[src/rtl/core/gpbe_pkg.sv]
// Shared types, constants and helpers for the game-pad button event poller.
package gpbe_pkg;

    // Frame geometry
    localparam int unsigned MAX_FRAME_BYTES     = 9;
    localparam int unsigned FRAME_BYTES_DEFAULT = 9;

    // Reset value of the half period register
    localparam logic [15:0] HALF_PERIOD_RESET = 16'd16;

    // Command bytes sent on the command line
    localparam logic [7:0] CMD_START = 8'h01;
    localparam logic [7:0] CMD_POLL  = 8'h42;
    localparam logic [7:0] CMD_IDLE  = 8'h00;

    // Byte positions inside the received frame
    localparam int unsigned BYTE_MODE    = 1;
    localparam int unsigned BYTE_BTN_LO  = 3;
    localparam int unsigned BYTE_BTN_HI  = 4;
    localparam int unsigned BYTE_RSTK_X  = 5;
    localparam int unsigned BYTE_RSTK_Y  = 6;
    localparam int unsigned BYTE_LSTK_X  = 7;
    localparam int unsigned BYTE_LSTK_Y  = 8;

    // Last bit position inside a byte
    localparam logic [2:0] LAST_BIT = 3'd7;

    // Line levels and frame status after one tick
    typedef struct packed {
        logic        select_n;
        logic        clock_line;
        logic        command_line;
        logic        busy;
        logic        frame_done;
        logic [7:0]  pad_mode;
        logic [15:0] buttons_now;
        logic [15:0] right_stick;
        logic [15:0] left_stick;
    } link_status_t;

    // Command byte sent at a given byte position
    function automatic logic [7:0] cmd_byte(input logic [3:0] idx);
        logic [7:0] b;
        case (idx)
            4'd0:    b = CMD_START;
            4'd1:    b = CMD_POLL;
            default: b = CMD_IDLE;
        endcase
        return b;
    endfunction

endpackage

[src/rtl/core/gpbe_link.sv]
// Serial link sequencer: select, clock and command lines, receive shift and frame bytes.
module gpbe_link
    import gpbe_pkg::*;
#(
    parameter int unsigned FRAME_BYTES = FRAME_BYTES_DEFAULT
) (
    input  logic         clk,
    input  logic         rst_n,
    input  logic         step,
    input  logic         start_poll,
    input  logic         data_in,
    input  logic [15:0]  half_period,
    output link_status_t status
);

    localparam logic [3:0] FRAME_END = 4'(FRAME_BYTES);

    logic        active_reg, active_next;
    logic [3:0]  byte_reg, byte_next;
    logic [2:0]  bit_reg, bit_next;
    logic        phase_reg, phase_next;
    logic [15:0] tick_reg, tick_next;
    logic [7:0]  shift_reg, shift_next;
    logic [7:0]  rx_reg  [FRAME_BYTES];
    logic [7:0]  rx_next [FRAME_BYTES];
    logic [7:0]  rx_view [MAX_FRAME_BYTES];
    logic        byte_wr;
    logic        done;
    logic [15:0] half_eff;
    logic [16:0] tick_inc;
    logic [3:0]  byte_inc;
    logic [7:0]  cmd_now;

    // Bit timing and frame sequencing for one tick
    always_comb
    begin
        active_next = active_reg;
        byte_next   = byte_reg;
        bit_next    = bit_reg;
        phase_next  = phase_reg;
        tick_next   = tick_reg;
        shift_next  = shift_reg;
        byte_wr     = 1'b0;
        done        = 1'b0;
        half_eff    = (half_period == 16'd0) ? 16'd1 : half_period;
        tick_inc    = {1'b0, tick_reg} + 17'd1;
        byte_inc    = byte_reg + 4'd1;
        if (!active_reg)
        begin
            if (start_poll)
            begin
                active_next = 1'b1;
                byte_next   = 4'd0;
                bit_next    = 3'd0;
                phase_next  = 1'b0;
                tick_next   = 16'd0;
                shift_next  = 8'h00;
            end
        end
        else if (tick_inc < {1'b0, half_eff})
        begin
            tick_next = tick_inc[15:0];
        end
        else
        begin
            tick_next = 16'd0;
            if (!phase_reg)
            begin
                // end of clock low: sample the data line
                if (data_in)
                begin
                    shift_next = shift_reg | (8'h01 << bit_reg);
                end
                phase_next = 1'b1;
            end
            else if (bit_reg != LAST_BIT)
            begin
                bit_next   = bit_reg + 3'd1;
                phase_next = 1'b0;
            end
            else
            begin
                // byte complete
                byte_wr    = 1'b1;
                shift_next = 8'h00;
                bit_next   = 3'd0;
                if (byte_inc >= FRAME_END)
                begin
                    active_next = 1'b0;
                    phase_next  = 1'b1;
                    byte_next   = 4'd0;
                    done        = 1'b1;
                end
                else
                begin
                    byte_next  = byte_inc;
                    phase_next = 1'b0;
                end
            end
        end
    end

    // Received byte store, written at the current byte position
    always_comb
    begin
        for (int i = 0; i < FRAME_BYTES; i++)
        begin
            rx_next[i] = (byte_wr && (byte_reg == 4'(i))) ? shift_reg : rx_reg[i];
        end
    end

    // Bytes beyond the frame length read as zero
    for (genvar g = 0; g < MAX_FRAME_BYTES; g++)
    begin : g_view
        if (g < FRAME_BYTES)
        begin : g_live
            assign rx_view[g] = rx_next[g];
        end
        else
        begin : g_none
            assign rx_view[g] = 8'h00;
        end
    end

    // Line levels after this tick
    assign cmd_now = cmd_byte(byte_next);

    always_comb
    begin
        status.select_n     = ~active_next;
        status.clock_line   = active_next ? phase_next : 1'b1;
        status.command_line = active_next ? cmd_now[bit_next] : 1'b0;
        status.busy         = active_next;
        status.frame_done   = done;
        status.pad_mode     = rx_view[BYTE_MODE];
        status.buttons_now  = {~rx_view[BYTE_BTN_HI], ~rx_view[BYTE_BTN_LO]};
        status.right_stick  = {rx_view[BYTE_RSTK_Y], rx_view[BYTE_RSTK_X]};
        status.left_stick   = {rx_view[BYTE_LSTK_Y], rx_view[BYTE_LSTK_X]};
    end

    // State registers
    always_ff @(posedge clk or negedge rst_n)
    begin
        if (!rst_n)
        begin
            active_reg <= 1'b0;
            byte_reg   <= 4'd0;
            bit_reg    <= 3'd0;
            phase_reg  <= 1'b1;
            tick_reg   <= 16'd0;
            shift_reg  <= 8'h00;
            for (int i = 0; i < FRAME_BYTES; i++)
            begin
                rx_reg[i] <= 8'h00;
            end
        end
        else if (step)
        begin
            active_reg <= active_next;
            byte_reg   <= byte_next;
            bit_reg    <= bit_next;
            phase_reg  <= phase_next;
            tick_reg   <= tick_next;
            shift_reg  <= shift_next;
            for (int i = 0; i < FRAME_BYTES; i++)
            begin
                rx_reg[i] <= rx_next[i];
            end
        end
    end

    // Clock idles high between frames
    a_idle_clock_high: assert property (@(posedge clk) disable iff (!rst_n)
        !active_reg |-> phase_reg)
        else $error("clock phase low while no frame is running");

    // Byte position never reaches the frame length
    a_byte_in_range: assert property (@(posedge clk) disable iff (!rst_n)
        byte_reg < FRAME_END)
        else $error("byte position out of frame");

    // A completed frame leaves the link idle on the next cycle
    a_done_goes_idle: assert property (@(posedge clk) disable iff (!rst_n)
        (step && done) |=> !active_reg)
        else $error("link still active after frame end");

endmodule

[src/rtl/core/gpbe_event.sv]
// Button change detector: held mask, highest changed button and its new level.
module gpbe_event
    import gpbe_pkg::*;
(
    input  logic        clk,
    input  logic        rst_n,
    input  logic        step,
    input  logic        frame_done,
    input  logic [15:0] buttons_now,
    output logic        event_valid,
    output logic [3:0]  button_index,
    output logic        button_pressed,
    output logic [15:0] buttons_held
);

    logic [15:0] prev_reg, prev_next;
    logic [15:0] chg;
    logic [7:0]  chg_sel;
    logic [7:0]  now_sel;
    logic        use_hi;
    logic [2:0]  top_bit;

    assign chg    = buttons_now ^ prev_reg;
    assign use_hi = |chg[15:8];

    // Second button byte takes priority over the first
    assign chg_sel = use_hi ? chg[15:8] : chg[7:0];
    assign now_sel = use_hi ? buttons_now[15:8] : buttons_now[7:0];

    // Highest set bit of the selected change byte
    always_comb
    begin
        top_bit = 3'd0;
        for (int i = 0; i < 8; i++)
        begin
            if (chg_sel[i])
            begin
                top_bit = 3'(i);
            end
        end
    end

    // Event fields, zero when nothing is reported
    always_comb
    begin
        event_valid    = 1'b0;
        button_index   = 4'd0;
        button_pressed = 1'b0;
        if (frame_done && (chg != 16'h0000))
        begin
            event_valid    = 1'b1;
            button_index   = (use_hi ? 4'd15 : 4'd7) - {1'b0, top_bit};
            button_pressed = now_sel[top_bit];
        end
    end

    assign prev_next    = frame_done ? buttons_now : prev_reg;
    assign buttons_held = prev_next;

    // Previous held mask
    always_ff @(posedge clk or negedge rst_n)
    begin
        if (!rst_n)
        begin
            prev_reg <= 16'h0000;
        end
        else if (step)
        begin
            prev_reg <= prev_next;
        end
    end

endmodule

[src/rtl/core/gamepad_poll_button_events.sv]
// Top level of the game-pad serial link master with button change events.
//
// Usage: every input transaction is one tick of the serial link, carrying
// start_poll and the sampled data line data_in. Each input transaction gives
// exactly one output transaction with the line levels (select_n, clock_line,
// command_line), busy_res, frame_done, a button event and the last frame's
// pad mode, held buttons and stick bytes, all as they stand after that tick.
// A tick passes an input register and then a result register before its
// result is offered, and one transaction is taken per cycle in both
// directions while out_ready stays high. When the receiver stalls, the
// result register holds and the input register fills; in_ready then drops
// until the result is taken, so no tick is lost.
// half_period_reg is written through cfg_write_en / cfg_write_data; the
// user must write it only while the block is idle, as the block itself
// does not enforce this. Zero acts as one. Reset leaves the link idle with
// select and clock high, half period 16, all received bytes and the held
// mask zero, and both pipeline stages empty.
module gamepad_poll_button_events
    import gpbe_pkg::*;
#(
    parameter int unsigned FRAME_BYTES = FRAME_BYTES_DEFAULT
) (
    input  logic        clk,
    input  logic        rst_n,
    input  logic        cfg_write_en,
    input  logic [15:0] cfg_write_data,
    input  logic        in_valid,
    output logic        in_ready,
    input  logic        start_poll,
    input  logic        data_in,
    output logic        out_valid,
    input  logic        out_ready,
    output logic        select_n,
    output logic        clock_line,
    output logic        command_line,
    output logic        busy_res,
    output logic        frame_done,
    output logic        event_valid,
    output logic [3:0]  button_index,
    output logic        button_pressed,
    output logic [7:0]  pad_mode,
    output logic [15:0] buttons_held,
    output logic [15:0] right_stick,
    output logic [15:0] left_stick
);

    logic         half_reg;
    logic [15:0]  half_period_reg;
    logic         s1_valid_reg, s1_valid_next;
    logic         s1_start_reg;
    logic         s1_din_reg;
    logic         out_valid_reg, out_valid_next;
    logic         advance;
    logic         in_take;
    link_status_t status;
    logic         ev_valid;
    logic [3:0]   ev_index;
    logic         ev_pressed;
    logic [15:0]  held;

    logic         select_n_reg, clock_line_reg, command_line_reg, busy_reg;
    logic         frame_done_reg, event_valid_reg, button_pressed_reg;
    logic [3:0]   button_index_reg;
    logic [7:0]   pad_mode_reg;
    logic [15:0]  buttons_held_reg, right_stick_reg, left_stick_reg;

    assign half_reg = 1'b0;

    // Pipeline flow control
    assign advance        = s1_valid_reg && (!out_valid_reg || out_ready);
    assign in_ready       = !s1_valid_reg || advance;
    assign in_take        = in_valid && in_ready;
    assign s1_valid_next  = in_take ? 1'b1 : (advance ? 1'b0 : s1_valid_reg);
    assign out_valid_next = advance ? 1'b1 : (out_ready ? 1'b0 : out_valid_reg);

    // Control registers
    always_ff @(posedge clk or negedge rst_n)
    begin
        if (!rst_n)
        begin
            s1_valid_reg    <= 1'b0;
            out_valid_reg   <= 1'b0;
            half_period_reg <= HALF_PERIOD_RESET;
        end
        else
        begin
            s1_valid_reg  <= s1_valid_next;
            out_valid_reg <= out_valid_next;
            if (cfg_write_en)
            begin
                half_period_reg <= cfg_write_data;
            end
        end
    end

    // Input register
    always_ff @(posedge clk)
    begin
        if (in_take)
        begin
            s1_start_reg <= start_poll;
            s1_din_reg   <= data_in;
        end
    end

    gpbe_link #(
        .FRAME_BYTES (FRAME_BYTES)
    ) u_link (
        .clk         (clk),
        .rst_n       (rst_n),
        .step        (advance),
        .start_poll  (s1_start_reg),
        .data_in     (s1_din_reg),
        .half_period (half_period_reg | {15'd0, half_reg}),
        .status      (status)
    );

    gpbe_event u_event (
        .clk            (clk),
        .rst_n          (rst_n),
        .step           (advance),
        .frame_done     (status.frame_done),
        .buttons_now    (status.buttons_now),
        .event_valid    (ev_valid),
        .button_index   (ev_index),
        .button_pressed (ev_pressed),
        .buttons_held   (held)
    );

    // Result register
    always_ff @(posedge clk)
    begin
        if (advance)
        begin
            select_n_reg       <= status.select_n;
            clock_line_reg     <= status.clock_line;
            command_line_reg   <= status.command_line;
            busy_reg           <= status.busy;
            frame_done_reg     <= status.frame_done;
            event_valid_reg    <= ev_valid;
            button_index_reg   <= ev_index;
            button_pressed_reg <= ev_pressed;
            pad_mode_reg       <= status.pad_mode;
            buttons_held_reg   <= held;
            right_stick_reg    <= status.right_stick;
            left_stick_reg     <= status.left_stick;
        end
    end

    assign out_valid      = out_valid_reg;
    assign select_n       = select_n_reg;
    assign clock_line     = clock_line_reg;
    assign command_line   = command_line_reg;
    assign busy_res       = busy_reg;
    assign frame_done     = frame_done_reg;
    assign event_valid    = event_valid_reg;
    assign button_index   = button_index_reg;
    assign button_pressed = button_pressed_reg;
    assign pad_mode       = pad_mode_reg;
    assign buttons_held   = buttons_held_reg;
    assign right_stick    = right_stick_reg;
    assign left_stick     = left_stick_reg;

    // An event is only reported together with frame end
    a_event_with_done: assert property (@(posedge clk) disable iff (!rst_n)
        (out_valid_reg && event_valid_reg) |-> frame_done_reg)
        else $error("button event without frame end");

    // A frame end result shows the link idle again
    a_done_not_busy: assert property (@(posedge clk) disable iff (!rst_n)
        (out_valid_reg && frame_done_reg) |-> (!busy_reg && select_n_reg))
        else $error("frame end reported while link busy");

    // Each advance produces a result on the next cycle
    a_advance_fills_out: assert property (@(posedge clk) disable iff (!rst_n)
        advance |=> out_valid_reg)
        else $error("result register empty after advance");

endmodule
[config.mk]
export PLATFORM = sky130hd
export DESIGN_NAME = gamepad_poll_button_events
export DESIGN_NICKNAME = d
export VERILOG_FILES = /design/src/rtl/core/gpbe_pkg.sv /design/src/rtl/core/gpbe_link.sv /design/src/rtl/core/gpbe_event.sv /design/src/rtl/core/gamepad_poll_button_events.sv
export SDC_FILE = /design/constraint.sdc
export NUM_CORES = 1
export LEC_CHECK = 0
export BUFFER_PORTS_ARGS = -buffer_cell sky130_fd_sc_hd__buf_4
export CORE_MARGIN = 2
export CORE_UTILIZATION = 64
export CTS_CLUSTER_DIAMETER = 50
export CTS_CLUSTER_SIZE = 20
export DETAILED_ROUTE_END_ITERATION = 8
export PLACE_DENSITY_LB_ADDON = 0.15
export SETUP_SLACK_MARGIN = 0.2
export SLEW_MARGIN = 15
export SYNTH_ARGS = -nofsm -noshare
export SYNTH_HDL_FRONTEND = slang
export SYNTH_SLANG_ARGS = --single-unit
[constraint.sdc]
create_clock -name clk -period 8.4 [get_ports clk]
set_input_delay 0.84 -clock clk [delete_from_list [all_inputs] [get_ports clk]]
set_output_delay 0.84 -clock clk [all_outputs]
set_load 0.01 [all_outputs]
==> metrics.md <==
| Metric | Value |
|---|---|
| Status | `completed` |
| Synth Area in Adders | `0.0359` |
| Num CTS Buffers | `17` |
| Hold buffer count at CTS | `0` |
| Final HPWL from detailed placement | `14.9 mm` |
| Final std cell area, no fill | `10800 um2` |
| Largest family of logic cells by synthesized area | `simple AND/OR/NAND/NOR gates` |
| Pre-antenna DRT Iters | `6` |
| Post-synthesis mux area share | `0.102` |
| Highest clock rate | `0.175 GHz` |
| Setup_tns | `0 ns` |
| RSZ-0062 raised after global routing | `no` |
| Hold Path Class | `in2async` |
| Pwr Total | `2.12 mW` |
| CP arrival | `5.89 ns` |
| CTS tree | `built` |
| Ports | `92` |
| CTS resizes | `0` |
| Synth Flop Type | `dfrtp_1` |
| Synthesis-to-finish area growth | `14.9%` |
| #FFs+latches synth | `192` |
| Total gr overflow | `0` |
| Register Area | `5150 um2` |
| Synthesized area per cell | `10.8 um2` |
| FILL cells | `1014` |
| Syn Nets | `923` |
| Via count | `6921` |
| Ys async rst share | `0.641` |
| Core box area | `14500 um2` |
| Unique masters post-synth | `72` |
| Layout Skew | `0.0102 ns` |
| First-pass GRT wire length | `36.0 mm` |
| DIE WIDTH | `125 um` |
| Min Tclk post-route | `5.73 ns` |
| WL final | `22.2 mm` |
| Fraction of layout cells with a size suffix above 1 | `0.230` |
| Die Area | `15700 um2` |
| GRT Util Overall | `0.291` |
| Layout net count | `997` |
| Leak | `5.16 nW` |
| Pin count of the biggest net entering global routing | `79` |
| Reg clk slew, reported paths | `0.07 ns` |
| Cells after Synth | `873` |
| Vias in the first global route | `6792` |
| Worst-path fanout max | `13` |
| DRC viols | `0` |
| Req. time, crit path | `8.57 ns` |
| Fin crit share | `0.682` |
| Starting Density | `0.651` |
| Diode count | `0` |
| Sink Count | `192` |
| Synth warn | `0` |
| Crit Path Class | `reg2reg` |
| Power Density | `196 nW/um2` |
| DR WL/cell | `19.4 um` |
| Measured slew at the worst slew-check pin | `1.01 ns` |
| Cell Area, Placed | `10200 um2` |
| Synthesized area | `9420 um2` |
| Antenna-violating nets left | `0` |
| Row cnt | `44` |
| Compound-gate portion of the synthesized area | `0.101` |
| CP endpoint kind | `flip-flop` |
| Max_slew headroom | `0.330` |
| Number of flops mapped to enable cells by yosys | `69` |
| Max FFs per register | `56` |
| Critical path startpoint category | `flip-flop` |
| Setup bufs post-CTS | `0` |
| Global placement routability congestion | `0.951` |
| Xor and xnor area share after synthesis | `0.0332` |
| Maxcap violations | `0` |
| Clk buf depth | `2` |
| Slew Limit Fails | `0` |
| Synth Area in Simple Gates | `0.152` |
| Area occupied by multi-input gates | `3990 um2` |
| Peak supply drop | `0.145 mV` |
| Initial antenna violation count | `0` |
| Avg Vias per Cell | `6.05` |
| Register area share after synthesis | `0.547` |
| H-tree depth | `4` |
| Die Height | `125 um` |
| Initial DRC Count | `695` |
| Clock latency on the worst-skew pair | `0.44 ns` |
| Final count of hold timing violations | `0` |
| Root Buffer | `clkbuf_16` |
| Number of I/O port buffers | `91` |
| Final setup fails | `0` |
==> worst max-delay path, cell delays in order (launching register included) <==
cell and delay [ns]:
dfrtp_1 0.41, and2_1 0.25, and4_1 0.30, and3_1 0.19
xor2_1 0.21, ha_1 0.29, nand4_1 0.11, nor3_1 0.06
a2bb2oi_1 0.22, a31oi_2 0.24, o21ai_2 0.82, a21boi_1 0.22
xnor2_1 0.32, and4_4 0.33, nand4_1 0.12, a21oi_1 0.64
nor2_1 0.18, a211oi_1 0.31, a2111o_1 0.17, o211ai_2 0.07
==> per-layer routing <==
| metal | up-vias | GRT usage | part of all wire |
|---|---|---|---|
| met5 | - | 0 | 0 |
| met4 | 0 | 0.0810 | 0.021 |
| met3 | 42 | 0.0526 | 0.050 |
| met2 | 244 | 0.493 | 0.50 |
| met1 | 3431 | 0.393 | 0.43 |
| li1 | 3204 | - | - |
==> Yosys cell counts (2+ instances only) <==
library cell | number | area share
ha_1 | 27 | 0.036
o21ai_2 | 2 | 0.0019
nand3_1 | 16 | 0.0085
nand4_1 | 9 | 0.0060
o31ai_1 | 4 | 0.0032
a211oi_1 | 2 | 0.0016
o211ai_1 | 7 | 0.0056
nand2_1 | 229 | 0.091
buf_1 | 5 | 0.0020
a21oi_1 | 21 | 0.011
a211o_1 | 4 | 0.0037
a21boi_1 | 2 | 0.0016
o21ai_1 | 2 | 0.0011
nor3_1 | 10 | 0.0053
a2bb2oi_1 | 2 | 0.0019
o21bai_1 | 2 | 0.0016
nor2b_1 | 2 | 0.0013
a22o_1 | 21 | 0.020
and4_1 | 2 | 0.0019
nand2b_1 | 6 | 0.0040
nor4_1 | 5 | 0.0033
mux2_2 | 68 | 0.081
and2_1 | 4 | 0.0027
dfrtp_1 | 121 | 0.32
mux2i_4 | 3 | 0.0072
xor2_1 | 12 | 0.011
mux2i_1 | 10 | 0.011
a21o_1 | 5 | 0.0040
buf_6 | 2 | 0.0024
clkbuf_1 | 32 | 0.013
xnor2_1 | 20 | 0.019
nor3b_1 | 2 | 0.0016
and3_1 | 3 | 0.0020
a31oi_1 | 2 | 0.0013
o21ai_0 | 43 | 0.023
nor2_1 | 33 | 0.013
dfstp_2 | 2 | 0.0056
or3_1 | 2 | 0.0013
edfxtp_1 | 69 | 0.22
inv_1 | 28 | 0.011
==> metrics by stage <==
stage / worst slack, ns / util / hold WS (ns) / std cells
CTS: 2.71 / 0.748 / 0.428 / 1144
finish: 2.67 / 0.748 / 0.400 / 1144
global route: 2.24 / 0.748 / 0.454 / 1144
global placement: 2.96 / 0.705 / 0.451 / 1112
floorplan: 3.79 / - / 0.440 / 873
detailed placement: 2.84 / 0.705 / 0.461 / 1112
==> worst paths after layout <==
| check | end | cells after the start | startpoint | slack (ns) |
|---|---|---|---|---|
| max in group asynchronous | u_link.tick_reg[15]$_DFFE_PN0P_ | 2 | rst_n | 6.55 |
| hold reg to reg | u_link.rx_reg[1]$_DFFE_PN0P_ | 2 | u_link.rx_reg[1]$_DFFE_PN0P_ | 0.48 |
| setup / recovery | button_pressed$_SDFFCE_PN0P_ | 19 | u_link.tick_reg[3]$_DFFE_PN0P_ | 2.67 |
| hold / removal | u_link.rx_reg[24]$_DFFE_PN0P_ | 1 | rst_n | 0.40 |
| setup reg to reg | button_pressed$_SDFFCE_PN0P_ | 19 | u_link.tick_reg[3]$_DFFE_PN0P_ | 2.67 |
| min in group clk | u_link.rx_reg[1]$_DFFE_PN0P_ | 2 | u_link.rx_reg[1]$_DFFE_PN0P_ | 0.48 |
==> cell usage in the layout, fill, tap and decap left out, drive strengths merged, types with 13 or more instances in the layout <==
master,instances
nand2,229
nor2,34
a22o,21
nand3,17
a21oi,21
mux2,69
ha,27
xor2,13
buf,95
o21ai,47
clkbuf,18
edfxtp,69
xnor2,21
dfrtp,121
inv,36
mux2i,14
==> area by class of cell <==
type                    count  area share
clock buffers              18      0.0416
inverters                  30      0.0106
clock inverters            14      0.0159
flip-flops and latches    192       0.476
well taps                 184      0.0213
repair buffers             95      0.0659
multi-input cells         611       0.369
==> kinds of logic (layout without fill, tap and decap cells) <==
| group | after synthesis | count (layout) |
|---|---|---|
| flops | 192 | 192 |
| xor+xnor | 34 | 34 |
| fa+ha+maj | 27 | 27 |
| mux | 83 | 83 |
| compound gates | 135 | 135 |
| buf+inv | 70 | 157 |
| simple gates | 332 | 332 |
==> power breakdown <==
| part | internal (mW) | total (mW) | switching, mW |
|---|---|---|---|
| sequential | 1.02 | 1.07 | 0.0518 |
| clock | 0.468 | 0.846 | 0.378 |
| combinational | 0.0802 | 0.207 | 0.127 |
| total | 1.57 | 2.12 | 0.557 |
No activity file was read; power rests on OpenSTA's default activity.
